`src/design/pt_pkg.sv`:
```
package pt_pkg;

  localparam int VALUE_W   = 63;
  localparam int CNT_W     = $clog2(VALUE_W);
  localparam int SCNT_W    = $clog2(VALUE_W + 1);
  localparam int BASE_W    = 6;
  localparam int NUM_BASES = 12;
  localparam int BIDX_W    = $clog2(NUM_BASES);
  localparam int SMALL_LIMIT = 40;

  // Fixed witness bases, indexed from the smallest.
  function automatic logic [BASE_W-1:0] base_of(input logic [BIDX_W-1:0] idx);
    logic [BASE_W-1:0] b;
    case (idx)
      BIDX_W'(0):  b = BASE_W'(2);
      BIDX_W'(1):  b = BASE_W'(3);
      BIDX_W'(2):  b = BASE_W'(5);
      BIDX_W'(3):  b = BASE_W'(7);
      BIDX_W'(4):  b = BASE_W'(11);
      BIDX_W'(5):  b = BASE_W'(13);
      BIDX_W'(6):  b = BASE_W'(17);
      BIDX_W'(7):  b = BASE_W'(19);
      BIDX_W'(8):  b = BASE_W'(23);
      BIDX_W'(9):  b = BASE_W'(29);
      BIDX_W'(10): b = BASE_W'(31);
      BIDX_W'(11): b = BASE_W'(37);
      default:     b = BASE_W'(2);
    endcase
    return b;
  endfunction

  // Modular add with both operands below the modulus.
  function automatic logic [VALUE_W-1:0] add_mod(input logic [VALUE_W-1:0] a,
                                                 input logic [VALUE_W-1:0] b,
                                                 input logic [VALUE_W-1:0] m);
    logic [VALUE_W:0] s;
    logic [VALUE_W:0] t;
    logic [VALUE_W-1:0] r;
    s = {1'b0, a} + {1'b0, b};
    t = s - {1'b0, m};
    if (s >= {1'b0, m}) r = t[VALUE_W-1:0];
    else r = s[VALUE_W-1:0];
    return r;
  endfunction

endpackage

```
`src/design/primality_test_64bit.sv`:
```
// Deterministic primality test for values below 2^63.
// Input channel: value with in_valid / in_stall; a word is taken when
// in_valid is high and in_stall low. in_stall stays high while a value is
// being worked on, so one value is processed at a time.
// Output channel: is_prime with out_valid / out_stall; one word per value.
// The result sits in an output register; a held result does not block the
// next value from being accepted, only the final handoff waits for the slot.
// Values up to 40 are decided directly by comparison with the bases. Larger
// values are checked base by base: a residue step, a modular power of the
// odd part of value-1, then a squaring chain whose length depends on z, the
// number of trailing zeros of value-1; a base needs at most about 2*63 + z
// modular multiplications, each run on the shared bit-serial multiplier. A
// value finishes early when an early base proves it composite.
// Reset clears the sequencer and out_valid; no result is pending.
// While out_stall is high, a valid result word (out_valid and is_prime) holds.
module primality_test_64bit (
  input  logic                        clk,
  input  logic                        rst,
  input  logic                        in_valid,
  output logic                        in_stall,
  input  logic [pt_pkg::VALUE_W-1:0]  value,
  output logic                        out_valid,
  input  logic                        out_stall,
  output logic                        is_prime
);

  typedef enum logic [9:0] {
    S_IDLE    = 10'b0000000001,
    S_SPLIT   = 10'b0000000010,
    S_DIV     = 10'b0000000100,
    S_POW_CHK = 10'b0000001000,
    S_POW_M   = 10'b0000010000,
    S_POW_S   = 10'b0000100000,
    S_CHK     = 10'b0001000000,
    S_SQ_CHK  = 10'b0010000000,
    S_SQ      = 10'b0100000000,
    S_DONE    = 10'b1000000000
  } state_t;

  state_t state;

  logic [pt_pkg::VALUE_W-1:0] n;
  logic [pt_pkg::VALUE_W-1:0] d;
  logic [pt_pkg::VALUE_W-1:0] e;
  logic [pt_pkg::VALUE_W-1:0] res;
  logic [pt_pkg::VALUE_W-1:0] sq;
  logic [pt_pkg::SCNT_W-1:0]  s;
  logic [pt_pkg::SCNT_W-1:0]  r;
  logic [pt_pkg::CNT_W-1:0]   cnt;
  logic [pt_pkg::BIDX_W-1:0]  bi;
  logic [pt_pkg::BASE_W-1:0]  rem;
  logic                       verdict;

  logic [pt_pkg::BASE_W-1:0]  base;
  logic [pt_pkg::VALUE_W-1:0] base_full;
  logic [pt_pkg::BASE_W:0]    rem_sh;
  logic [pt_pkg::BASE_W:0]    rem_sub;
  logic [pt_pkg::BASE_W-1:0]  rem_next;
  logic [pt_pkg::VALUE_W-1:0] n_m1;
  logic                       small_hit;
  logic                       last_base;

  logic                       mul_start;
  logic [pt_pkg::VALUE_W-1:0] mul_x;
  logic [pt_pkg::VALUE_W-1:0] mul_y;
  logic                       mul_done;
  logic [pt_pkg::VALUE_W-1:0] mul_prod;

  assign base      = pt_pkg::base_of(bi);
  assign base_full = pt_pkg::VALUE_W'(base);
  assign n_m1      = n - 1'b1;
  assign last_base = (bi == pt_pkg::BIDX_W'(pt_pkg::NUM_BASES - 1));
  assign in_stall  = (state != S_IDLE);

  // Bring in one bit of n for the residue by the current base
  assign rem_sh   = {rem, e[pt_pkg::VALUE_W-1]};
  assign rem_sub  = rem_sh - {1'b0, base};
  assign rem_next = (rem_sh >= {1'b0, base}) ? rem_sub[pt_pkg::BASE_W-1:0]
                                             : rem_sh[pt_pkg::BASE_W-1:0];

  // Small values are prime exactly when they equal a base
  always_comb begin
    small_hit = 1'b0;
    for (int i = 0; i < pt_pkg::NUM_BASES; i++) begin
      if (value == pt_pkg::VALUE_W'(pt_pkg::base_of(pt_pkg::BIDX_W'(i))))
        small_hit = 1'b1;
    end
  end

  // Issue multiplications to the shared unit
  always_comb begin
    mul_start = 1'b0;
    mul_x     = sq;
    mul_y     = sq;
    case (state)
      S_POW_CHK: begin
        if (e != '0) begin
          mul_start = 1'b1;
          if (e[0]) mul_x = res;
        end
      end
      S_POW_M: begin
        mul_start = mul_done;
      end
      S_SQ_CHK: begin
        mul_x = res;
        mul_y = res;
        mul_start = (r < s);
      end
      default: begin
        mul_start = 1'b0;
      end
    endcase
  end

  pt_mulmod u_mul (
    .clk   (clk),
    .rst   (rst),
    .start (mul_start),
    .x     (mul_x),
    .y     (mul_y),
    .m     (n),
    .done  (mul_done),
    .prod  (mul_prod)
  );

  // Sequencer: small values decided directly; else split n-1, then per base residue, power and squaring chain
  always_ff @(posedge clk) begin
    if (rst) begin
      state     <= S_IDLE;
      out_valid <= 1'b0;
    end else begin
      // Drop a taken result word unless a new one replaces it
      if (out_valid && !out_stall && state != S_DONE) out_valid <= 1'b0;
      case (state)
        S_IDLE: begin
          if (in_valid) begin
            n <= value;
            d <= value - 1'b1;
            s <= '0;
            if (value <= pt_pkg::VALUE_W'(pt_pkg::SMALL_LIMIT)) begin
              verdict <= small_hit;
              state   <= S_DONE;
            end else begin
              state <= S_SPLIT;
            end
          end
        end
        S_SPLIT: begin
          if (!d[0]) begin
            d <= d >> 1;
            s <= s + 1'b1;
          end else begin
            bi    <= '0;
            e     <= n;
            rem   <= '0;
            cnt   <= pt_pkg::CNT_W'(pt_pkg::VALUE_W - 1);
            state <= S_DIV;
          end
        end
        S_DIV: begin
          rem <= rem_next;
          if (cnt == '0) begin
            if (rem_next == '0) begin
              verdict <= 1'b0;
              state   <= S_DONE;
            end else begin
              e     <= d;
              res   <= pt_pkg::VALUE_W'(1);
              sq    <= base_full;
              state <= S_POW_CHK;
            end
          end else begin
            e   <= e << 1;
            cnt <= cnt - 1'b1;
          end
        end
        S_POW_CHK: begin
          if (e == '0) state <= S_CHK;
          else if (e[0]) state <= S_POW_M;
          else state <= S_POW_S;
        end
        S_POW_M: begin
          if (mul_done) begin
            res   <= mul_prod;
            state <= S_POW_S;
          end
        end
        S_POW_S: begin
          if (mul_done) begin
            sq    <= mul_prod;
            e     <= e >> 1;
            state <= S_POW_CHK;
          end
        end
        S_CHK: begin
          r <= pt_pkg::SCNT_W'(1);
          if (res == pt_pkg::VALUE_W'(1) || res == n_m1) begin
            if (last_base) begin
              verdict <= 1'b1;
              state   <= S_DONE;
            end else begin
              bi    <= bi + 1'b1;
              e     <= n;
              rem   <= '0;
              cnt   <= pt_pkg::CNT_W'(pt_pkg::VALUE_W - 1);
              state <= S_DIV;
            end
          end else begin
            state <= S_SQ_CHK;
          end
        end
        S_SQ_CHK: begin
          if (r < s) begin
            state <= S_SQ;
          end else begin
            verdict <= 1'b0;
            state   <= S_DONE;
          end
        end
        S_SQ: begin
          if (mul_done) begin
            res <= mul_prod;
            r   <= r + 1'b1;
            if (mul_prod == n_m1) begin
              if (last_base) begin
                verdict <= 1'b1;
                state   <= S_DONE;
              end else begin
                bi    <= bi + 1'b1;
                e     <= n;
                rem   <= '0;
                cnt   <= pt_pkg::CNT_W'(pt_pkg::VALUE_W - 1);
                state <= S_DIV;
              end
            end else begin
              state <= S_SQ_CHK;
            end
          end
        end
        S_DONE: begin
          if (!out_valid || !out_stall) begin
            out_valid <= 1'b1;
            is_prime  <= verdict;
            state     <= S_IDLE;
          end
        end
        default: begin
          state <= S_IDLE;
        end
      endcase
    end
  end

endmodule

```
`src/design/pt_mulmod.sv`:
```
// Shift-and-add modular multiplier: each multiplier bit takes a doubling step
// and then a conditional add step; product valid on the done pulse.
module pt_mulmod (
  input  logic                        clk,
  input  logic                        rst,
  input  logic                        start,
  input  logic [pt_pkg::VALUE_W-1:0]  x,
  input  logic [pt_pkg::VALUE_W-1:0]  y,
  input  logic [pt_pkg::VALUE_W-1:0]  m,
  output logic                        done,
  output logic [pt_pkg::VALUE_W-1:0]  prod
);

  logic [pt_pkg::VALUE_W-1:0] acc;
  logic [pt_pkg::VALUE_W-1:0] xr;
  logic [pt_pkg::VALUE_W-1:0] yr;
  logic [pt_pkg::VALUE_W-1:0] mr;
  logic [pt_pkg::CNT_W-1:0]   cnt;
  logic                       phase;
  logic                       busy;
  logic [pt_pkg::VALUE_W-1:0] sum;

  // Share one adder between doubling and adding x
  assign sum  = pt_pkg::add_mod(acc, phase ? xr : acc, mr);
  assign prod = acc;

  always_ff @(posedge clk) begin
    if (rst) begin
      busy <= 1'b0;
      done <= 1'b0;
    end else begin
      done <= 1'b0;
      if (start) begin
        busy  <= 1'b1;
        acc   <= '0;
        xr    <= x;
        yr    <= y;
        mr    <= m;
        cnt   <= pt_pkg::CNT_W'(pt_pkg::VALUE_W - 1);
        phase <= 1'b0;
      end else if (busy) begin
        if (!phase) begin
          acc   <= sum;
          phase <= 1'b1;
        end else begin
          if (yr[pt_pkg::VALUE_W-1]) acc <= sum;
          yr    <= yr << 1;
          phase <= 1'b0;
          if (cnt == '0) begin
            busy <= 1'b0;
            done <= 1'b1;
          end else begin
            cnt <= cnt - 1'b1;
          end
        end
      end
    end
  end

endmodule

```
`config.mk`:
```
export PLATFORM = sky130hd
export DESIGN_NAME = primality_test_64bit
export DESIGN_NICKNAME = d
export VERILOG_FILES = /design/src/design/pt_pkg.sv /design/src/design/primality_test_64bit.sv /design/src/design/pt_mulmod.sv
export SDC_FILE = /design/constraint.sdc
export NUM_CORES = 1
export LEC_CHECK = 0
export BUFFER_PORTS_ARGS = -buffer_cell sky130_fd_sc_hd__buf_4
export CORE_AREA = 3 3 337 306
export CTS_CLUSTER_DIAMETER = 80
export DETAILED_ROUTE_END_ITERATION = 12
export DIE_AREA = 0 0 340 309
export GPL_TIMING_DRIVEN = 0
export PLACE_DENSITY = 0.66
export SLEW_MARGIN = 20
export SYNTH_ARGS = -nofsm -noshare
export SYNTH_HDL_FRONTEND = slang
export SYNTH_HIERARCHICAL = 1
export SYNTH_SLANG_ARGS = --single-unit
```
`constraint.sdc`:
```
create_clock -name clk -period 19.4 [get_ports clk]
set_input_delay 3.88 -clock clk [delete_from_list [all_inputs] [get_ports clk]]
set_output_delay 3.88 -clock clk [all_outputs]
set_load 0.01 [all_outputs]
```
# Word-level counts from Yosys, hierarchy flattened
# Memories as Yosys holds them, arrays and structs flattened. A register that Yosys moved wholly into a read port is not among the register bits.
# Cells that the tools add are included.
dict set report totals {
  mem_bits_rw 0
  latch_bits 0
  input_bits 67
  memories 1
  reg_bits 617
  romBits 96
  wordCells 239
  output_inout_bits 3
}
# name depth word_bits read_ports rd_clocked_by_memory_dff write_ports line_no
set memory_table {}
lappend memory_table {{(name not given)} 16 6 1 1 0 pt_pkg.sv:14} ;# case (idx)
dict set report op_classes {
  bitwise_logic 3
  n_reduce_logical 41
  eq_ne 47
  n_lt_le_gt_ge 4
  n_mul 0
  shift 0
  mux 110
  add_sub_neg 10
  div 0
}
# cell n
set op_table {}
lappend op_table {{2-to-1 mux 63 bit} 26}
lappend op_table {{one-hot mux 63 bit (2 select lines)} 4}
lappend op_table {{== test 63 x 5 -> 1 bit (second input constant)} 5}
lappend op_table {{one-hot mux 63 bit (5 select lines)} 1}
lappend op_table {{2-to-1 mux 10 bit} 13}
lappend op_table {{== test 63 x 2 -> 1 bit (second input constant)} 2}
lappend op_table {{== test 63 x 3 -> 1 bit (second input constant)} 2}
lappend op_table {{== test 63 x 4 -> 1 bit (second input constant)} 2}
lappend op_table {{== test 63 bit} 2}
lappend op_table {{subtractor 63 x 1 -> 63 bit (second input constant)} 2}
lappend op_table {{2-to-1 mux 6 bit} 19}
lappend op_table {{one-hot mux 10 bit (10 select lines)} 1}
lappend op_table {{adder 63 x 63 -> 64 bit} 1}
lappend op_table {{greater-or-equal comparator 64 x 63 -> 1 bit} 1}
lappend op_table {{== test 63 x 1 -> 1 bit (second input constant)} 1}
lappend op_table {{== test 63 x 6 -> 1 bit (second input constant)} 1}
lappend op_table {{<= comparator 63 x 6 -> 1 bit (second input constant)} 1}
lappend op_table {{zero test 63 bit} 1}
lappend op_table {{nonzero test 63 bit} 1}
lappend op_table {{subtractor 63 bit} 1}
lappend op_table {{one-hot mux 6 bit (4 select lines)} 2}
lappend op_table {{2-to-1 mux 1 bit} 32}
lappend op_table {{inequality test 2 bit (second input constant)} 13}
lappend op_table {{2-to-1 mux 4 bit} 6}
lappend op_table {{46 further kinds} 75}

# Logic depth before layout (Yosys ltp)
# Gate-level depths: netlist of the first run.
dict set report depth {
  depth_word 16
  ltp_mapped 28
  ltp_nobuf 23
}

# Cells and area by module
# The synthesis of the first run kept the hierarchy.
# mod cells_per_inst seq_area_each_um2 instances area_per_inst_um2
set modules_own_cells {}
lappend modules_own_cells {primality_test_64bit 2284 10700.3 1 23556.3}
lappend modules_own_cells {pt_mulmod 1773 7817.5 1 18281.3}

# Worst setup path before layout of the first run
# No wires, ideal clock.
dict set report synth_timing {
  kind {input port to flip-flop}
  from {in rst}
  to {reg e[0] (netlist bit), enable pin}
  arrival_time_ns 14.751
  path_buffers 1
  path_slack_ns 3.829
  setup_ns 0.820
  required_ns 18.580
  stages 7
  cell_sequence {clkbuf_1 nand4b_1 nor4_1 a31o_2 nand2_1 a211o_1 a2111oi_0}
}
dict set report synth_between {
  elab_chain_len 2
}
# item line_no
set synth_lines {}
lappend synth_lines {{start, declared} primality_test_64bit.sv:18} ;# input logic rst,
lappend synth_lines {{inverter 1 bit (no line)} --}
lappend synth_lines {{AND reduction 8 bit (no line)} --}
lappend synth_lines {{end signal, assigned} primality_test_64bit.sv:155} ;# e <= n;
lappend synth_lines {{end signal, assigned} primality_test_64bit.sv:174} ;# e <= e << 1;
lappend synth_lines {{end signal, assigned} primality_test_64bit.sv:192} ;# e <= e >> 1;
lappend synth_lines {{end, declared} primality_test_64bit.sv:44} ;# logic [pt_pkg::VALUE_W-1:0] e;
# Every way passes these cells.
# A chain may end at the register's enable or synchronous reset.

# Worst setup path in the final report of the first run
dict set report layout_timing {
  from {reg u_mul.phase}
  to {reg u_mul.acc, in the netlist u_mul/prod[62] (data pin)}
}
dict set report layout_between {
  elab_chain_len 7
  word_cells_on_any_way 8
  classes_between {add/sub (2); order compare (1); mux (5)}
}
# item line_no
set layout_lines {}
lappend layout_lines {{start, declared} pt_mulmod.sv:19} ;# logic phase;
lappend layout_lines {{start signal, assigned} pt_mulmod.sv:40} ;# phase <= 1'b0;
lappend layout_lines {{start signal, assigned} pt_mulmod.sv:44} ;# phase <= 1'b1;
lappend layout_lines {{start signal, assigned} pt_mulmod.sv:48} ;# phase <= 1'b0;
lappend layout_lines {{2-to-1 mux 63 bit} pt_mulmod.sv:24} ;# assign sum = pt_pkg::add_mod(acc, phase ? xr : acc, mr);
lappend layout_lines {{adder 63 x 63 -> 64 bit} pt_pkg.sv:39} ;# s = {1'b0, a} + {1'b0, b};
lappend layout_lines {{subtractor 63 bit or greater-or-equal comparator 64 x 63 -> 1 bit (tied branches)} {pt_pkg.sv:40, pt_pkg.sv:41}}
lappend layout_lines {{2-to-1 mux 63 bit} pt_pkg.sv:41} ;# if (s >= {1'b0, m}) r = t[VALUE_W-1:0];
lappend layout_lines {{2-to-1 mux 63 bit} pt_mulmod.sv:46} ;# if (yr[pt_pkg::VALUE_W-1]) acc <= sum;
lappend layout_lines {{2-to-1 mux 63 bit *} pt_mulmod.sv:42} ;# if (!phase) begin
lappend layout_lines {{2-to-1 mux 63 bit *} pt_mulmod.sv:41} ;# end else if (busy) begin
lappend layout_lines {{end signal, assigned} pt_mulmod.sv:43} ;# acc <= sum;
lappend layout_lines {{end signal, assigned} pt_mulmod.sv:46}
lappend layout_lines {{end, declared} pt_mulmod.sv:14} ;# logic [pt_pkg::VALUE_W-1:0] acc;
# Mark *: on every way between the ends. The rest lies on a longest branch, timed or not. The select of a mux whose other input is x is not followed.

==> summary.md, run 1 <==
| Metric | Value |
|---|---|
| Area fraction of the dominant cell type after synthesis | 43.35% |
| Area growth, synth to finish | 12.58% |
| Root buf cell | clkbuf_16 |
| P per Cell Area | 73.45 nW/um^2 |
| Detail Placement HPWL | 129,200 um |
| Post CTS Setup Buffer Count | 0 |
| Final Hold Viols | 0 |
| CTS Buffer Depth | 3 |
| Row count | 110 |
| Area leader, netlist | edfxtp_1 |
| Final Instance Area | 47,100 um^2 |
| CTS buffer count | 73 |
| Crit path time final | 9.306 ns |
| Synth warn | 6 |
| Seq/Total Area, Yosys | 44.26% |
| Worst slew margin | 16.66% |
| Least-Margin Pin Slew | 1.250 ns |
| Critical path class | flip-flop to flip-flop |
| Worst-path clk slew | 0.06 ns |
| Routability congestion estimate | 1.029 |
| CTS tree | yes |
| DR pass1 iterations | 6 |
| Hold-fix buffers, CTS | 0 |
| Synth area leaders | edfxtp_1 (43%), mux2_2 (6.9%), xnor2_1 (4.8%) |
| Worst Setup End Kind | flip-flop |
| Core area | 99,780 um^2 |
| Peak VDD IR | 66.75 uV |
| Async S/R FF share, synth | 0% |
| RSZ-0062 raised after global routing | no |
| Final period utilization | 47.97% |
| Initial antenna violation count | 7 |
| R2R cell count | 25 |
| Clk pwr share | 40.4% |
| Top cells by count, synth | edfxtp_1 (604), a21oi_1 (321), mux2_2 (255) |
| Total gr overflow | 0 |
| Synth unique cells | 108 |
| Total of max-cap violations | 0 |
| IO Port Bufs | 69 |
| Critical path fanouts, max | 10 |
| IO Pins | 70 |
| Fmax | 0.1075 GHz |
| DRT Wirelength | 162,400 um |
| Routed Antenna Nets | 0 |
| All-Layer GR Usage | 30.12% |
| Placement Cell Area | 44,670 um^2 |
| Mapped Nets | 4,280 |
| WP data required | 19.79 ns |
| Hold Crit Class | flip-flop to flip-flop |
| CTS Sinks | 623 |
| Main synth FF type | edfxtp_1 |
| Vias in the first global route | 32,810 |
| Initial Util | 41.93% |
| Routed len/inst | 28.80 um |
| Synthesized flop and latch total | 623 |
| Leak | 16.89 nW |
| Die Span Y | 309 um |
| Crit start category | flip-flop |
| CTS HTree Levels | 3 |
| Die W | 340 um |
| Vias/cell | 6.200 |
| Post-synth EDFFs | 604 |
| Synthesized area | 41,840 um^2 |
| DRC | 0 |
| Status | finished, final reports clean |
| First-pass GRT wire length | 231,500 um |
| Synth Area per Inst | 10.31 um^2 |
| Min Hold Slack | 0.4490 ns |
| R2r setup slk | 10.09 ns |
| Vias | 34,970 |
| Post_cts resized | 0 |
| Worst hold stages | 0 |
| Finish-stage setup viols | 0 |
| Sw Pwr | 0.9547 mW |
| Combinational share of power | 12.3% |
| Post-Synthesis Cells | 4,057 |
| Largest net degree at the start of global routing | 27 |
| Fill count | 9,355 |
| Worst Skew | 0.05486 ns |
| Flop pwr share | 47.4% |
| Clock latency on the worst-skew pair | 0.67 ns |
| Data arrival, critical path | 9.70 ns |
| Cell-internal power | 2.505 mW |
| Final setup TNS | 0 ns |
| Initial DRC Count | 4,409 |
| Slew Limit Fails | 0 |
| Share of layout cells above drive strength 1 | 14.28% |
| Switch share | 27.60% |
| Most frequent cell after synthesis | edfxtp_1 |
| DIE AREA | 105,100 um^2 |
| Net count, final | 4,458 |
[stage by stage]
stage	power [mW]	instances	setup slack [ns]	utilization [%]
2_1_floorplan	1.891	4057	3.829	-
3_3_place_gp	2.072	5470	-2.989	44.13
3_5_place_dp	2.075	5504	10.36	44.76
4_1_cts	3.463	5636	10.29	47.18
5_1_grt	3.571	5637	9.975	47.20
6_report	3.459	5640	10.09	47.20
[kinds of logic (layout without fill, tap and decap cells)]
kind of cell               after synthesis  in the layout  share of synthesized area (%)
AOI/OAI and AO/OA                      971            971                          14.96
xor gates and xnor gates               339            339                          7.399
other                                    0              4                              0
and+or+nand+nor                       1251           1251                          16.04
muxes                                  339            339                          8.882
buffers and inverters                  378            613                          3.735
DFF                                    623            623                          44.26
adders and majority gates              156            156                          4.719
[layout by cell type (no fill, tap or decap), drive strengths merged, types with 13 or more instances in the layout]
master | netlist | routed
o21ai | 198 | 198
buf | 70 | 173
nor4 | 118 | 118
a22oi | 63 | 63
nand3 | 74 | 74
a22o | 13 | 13
or3 | 44 | 44
and3 | 27 | 27
nor3 | 79 | 79
o21a | 21 | 21
o211ai | 15 | 15
a21o | 88 | 88
clkinv | 1 | 31
o21bai | 27 | 27
nand2 | 255 | 255
xor2 | 101 | 101
nor3b | 22 | 22
o31ai | 17 | 17
nor2 | 246 | 246
mux2 | 255 | 255
a21oi | 325 | 325
a31oi | 26 | 26
nand2b | 42 | 42
nor2b | 28 | 28
nand4 | 87 | 87
or4 | 29 | 29
dfxtp | 19 | 19
mux2i | 84 | 84
and2 | 139 | 139
or2 | 18 | 18
edfxtp | 604 | 604
ha | 153 | 153
o2111ai | 13 | 13
inv | 139 | 146
clkbuf | 168 | 256
xnor2 | 229 | 229
a211oi | 39 | 39
[worst max-delay path, stage by stage (launching register included)]
cell and delay [ns]:
edfxtp_1 0.74, clkbuf_2 0.60, mux2_2 0.41, ha_1 0.22, fa_1 0.43, a211oi_1 0.32
nor2_2 0.11, o22ai_2 0.37, o31ai_1 0.34, o31ai_2 0.51, nor2_1 0.12, or2_1 0.28
a21oi_1 0.20, xnor2_1 0.17, ha_1 0.31, buf_2 0.18, nand4_1 0.15, nor4_1 0.75
nand2_1 0.22, a311oi_1 0.93, o2111ai_1 0.33, a211oi_2 0.37, o21ai_1 0.24, o31ai_1 0.37
xor2_1 0.11, a22o_1 0.22
[per-layer routing]
layer  track usage [%]  part of all wire, %  vias to the layer above
li1                  -                    -                    15650
met1             43.17                   44                    17220
met2             45.59                   43                     1809
met3             5.066                  9.1                      285
met4             11.58                  4.4                        0
met5                 0                    0                        -
[worst paths after layout]
path                                   from                            to
hold / removal            verdict$_DFFE_PP_            is_prime$_DFFE_PP_
setup / recovery  u_mul/phase$_SDFFCE_PP0P_  u_mul/prod[62]$_SDFFCE_PP0P_
hold reg to reg           verdict$_DFFE_PP_            is_prime$_DFFE_PP_
setup reg to reg  u_mul/phase$_SDFFCE_PP0P_  u_mul/prod[62]$_SDFFCE_PP0P_
[power by group through the flow]
stage	Sequential [mW]	Combinational, mW	Clock, mW
4_1_cts	1.63	0.416	1.41
2_1_floorplan	1.63	0.259	0
5_1_grt	1.64	0.456	1.47
6_report	1.64	0.424	1.40
3_3_place_gp	1.68	0.388	0
3_5_place_dp	1.66	0.413	0
[flip-flops by register name, indices dropped and copies added (netlist names), 4 cells and up]
signal,cells
res,63
cnt,6
sq,63
state,10
e,63
rem,6
d,63
n,63
u_mul/xr,63
s,6
r,6
u_mul/mr,63
base,6
bi,4
u_mul/yr,63
u_mul/cnt,6
u_mul/prod,63
[final cells by class]
class	count	area (um^2)	share of cell area [%]
Buffer	238	1051	2.231
Antenna cell	4	10.01	0.02125
Clock buffer	88	1903	4.040
Sequential cell	623	18520	39.31
Inverter	140	525.5	1.116
Multi-Input combinational cell	3056	21850	46.38
Tap cell	1344	1682	3.570
Clock inverter	44	511.7	1.086
Timing Repair Buffer	103	1054	2.237
(Power assumes the default switching activity.)
==> run 2: changes to the inputs <==
==> constraint.sdc (replaced) <==
create_clock -name clk -period 9.6 [get_ports clk]
set_input_delay 1.92 -clock clk [delete_from_list [all_inputs] [get_ports clk]]
set_output_delay 1.92 -clock clk [all_outputs]
set_load 0.01 [all_outputs]
==> run 2 against run 1 <==
Die area unchanged; core utilization grew 0.13 points; power rose by 100%; sequential cell count did not move; critical path depth unchanged; sequential power increased by 100%; first-iteration DRC count rose by 4.5%; cell count fell by 0.18%; global-route usage down 0.59 points; worst setup slack worse by 9.9 ns; largest cell class unchanged.
==> summary.md, run 2 (synthesis gave the netlist of run 1 again) <==
| Metric | Value |
|---|---|
| Worst slew margin | 16.86% |
| DRT Wirelength | 158,900 um |
| Vias | 35,170 |
| CTS Buffer Depth | 3 |
| DRC | 0 |
| Initial DRC Count | 4,607 |
| DR pass1 iterations | 6 |
| Final Hold Viols | 0 |
| Fmax | 0.1058 GHz |
| Post-Layout Cell Count | 5,630 |
| P per Cell Area | 149.7 nW/um^2 |
| Critical path fanouts, max | 10 |
| Final Instance Area | 47,230 um^2 |
| Data arrival, critical path | 9.84 ns |
| Crit path time final | 9.453 ns |
| Core area | 99,780 um^2 |
| Initial antenna violation count | 6 |
| Worst Setup End Kind | flip-flop |
| Status | finished, final reports clean |
| IO Port Bufs | 69 |
| Vias in the first global route | 32,940 |
| Dpl cells | 5,497 |
| Post CTS Setup Buffer Count | 0 |
| Share of layout cells above drive strength 1 | 14.26% |
| WP data required | 9.98 ns |
| Routability congestion estimate | 1.065 |
| Pwr Total | 7.071 mW |
| Clock latency on the worst-skew pair | 0.66 ns |
| Slew Limit Fails | 0 |
| Crit start category | flip-flop |
| Crit-path slowest cell | clkbuf_1 |
| Finish-stage setup viols | 0 |
| Post_cts resized | 0 |
| Die W | 340 um |
| Leak | 16.89 nW |
| Slowest Stage Delay on Critical Path | 0.91 ns |
| Multi-input logic area | 21,860 um^2 |
| Total of max-cap violations | 0 |
| Crit path max-delay family | compound AO/OA/AOI/OAI gates |
| Root buf cell | clkbuf_16 |
| Largest net degree at the start of global routing | 28 |
| CTS tree | yes |
| Die Span Y | 309 um |
| Commonest non-fill, non-tap cell in the layout | edfxtp_1 |
| First-pass GRT wire length | 228,600 um |
| Fill count | 9,278 |
| Routed len/inst | 28.23 um |
| Seq. cell area | 18,520 um^2 |
| Least-Margin Pin Slew | 1.247 ns |
| IO Pins | 70 |
| CTS Sinks | 623 |
| CTS buffer count | 73 |
| CP Buf/Inv Count | 2 |
| Vias/cell | 6.247 |
| Critical path class | flip-flop to flip-flop |
| Peak VDD IR | 134.8 uV |
| Hold Crit Class | flip-flop to flip-flop |
| Final setup TNS | 0 ns |
| Placement Cell Area | 44,700 um^2 |
| Initial Util | 41.93% |
| Row count | 110 |
| Routed Antenna Nets | 0 |
| Hold-fix buffers, CTS | 0 |
| RSZ-0062 raised after global routing | no |
| Final period utilization | 98.47% |
| Area growth, synth to finish | 12.89% |
| CTS HTree Levels | 3 |
| Worst-path clk slew | 0.06 ns |
| Net count, final | 4,451 |
| Worst Skew | 0.03454 ns |
| Post-Place Setup Slack | 0.2968 ns |
| Worst Slack Setup Final | 0.1472 ns |
| Detail Placement HPWL | 125,200 um |
| DIE AREA | 105,100 um^2 |
| All-Layer GR Usage | 29.53% |
| Total gr overflow | 0 |
| Most frequent cells in the layout | edfxtp_1 (604), a21oi_1 (319), mux2_2 (255) |
## run 2: power by group
part	switching [mW]	internal, mW
clock	1.22	1.69
sequential	0.158	3.16
combinational	0.552	0.299
total	1.93	5.14
## run 2: worst paths after layout
| kind | from | end | slack, ns | cells after the start |
|---|---|---|---|---|
| worst max-delay path | u_mul/phase$_SDFFCE_PP0P_ | u_mul/prod[62]$_SDFFCE_PP0P_ | 0.15 | 25 |
| worst min register to register | n[21]$_DFFE_PP_ | u_mul/mr[21]$_DFFE_PP_ | 0.45 | 0 |
| worst min-delay path | n[21]$_DFFE_PP_ | u_mul/mr[21]$_DFFE_PP_ | 0.45 | 0 |
| worst max register to register | u_mul/phase$_SDFFCE_PP0P_ | u_mul/prod[62]$_SDFFCE_PP0P_ | 0.15 | 25 |
## run 2: layout make-up
cell class,count,area share [%]
sequential,623,39.21
buffer,238,2.217
inverter,140,1.113
clock inverter,46,1.322
tap,1344,3.561
multi-input combinational,3056,46.30
antenna,1,0.005298
clock buffer,86,4.014
timing repair buffer,96,2.265
## run 2: routing by layer
| metal | wire length, um | up-vias | track usage (%) |
|---|---|---|---|
| li1 | - | 15630 | - |
| met1 | 67840 | 17260 | 42.07 |
| met2 | 66670 | 1974 | 43.67 |
| met3 | 16270 | 306 | 5.785 |
| met4 | 8122 | 4 | 12.90 |
| met5 | 30 | - | 0 |
## run 2: stage by stage
step                      hold slack, ns  util (%)
after global placement            0.4275     44.14
final                             0.4458     47.33
after floorplan                   0.4206         -
after CTS                         0.4453     47.32
after detailed placement          0.4333     44.79
after global routing              0.4512     47.33
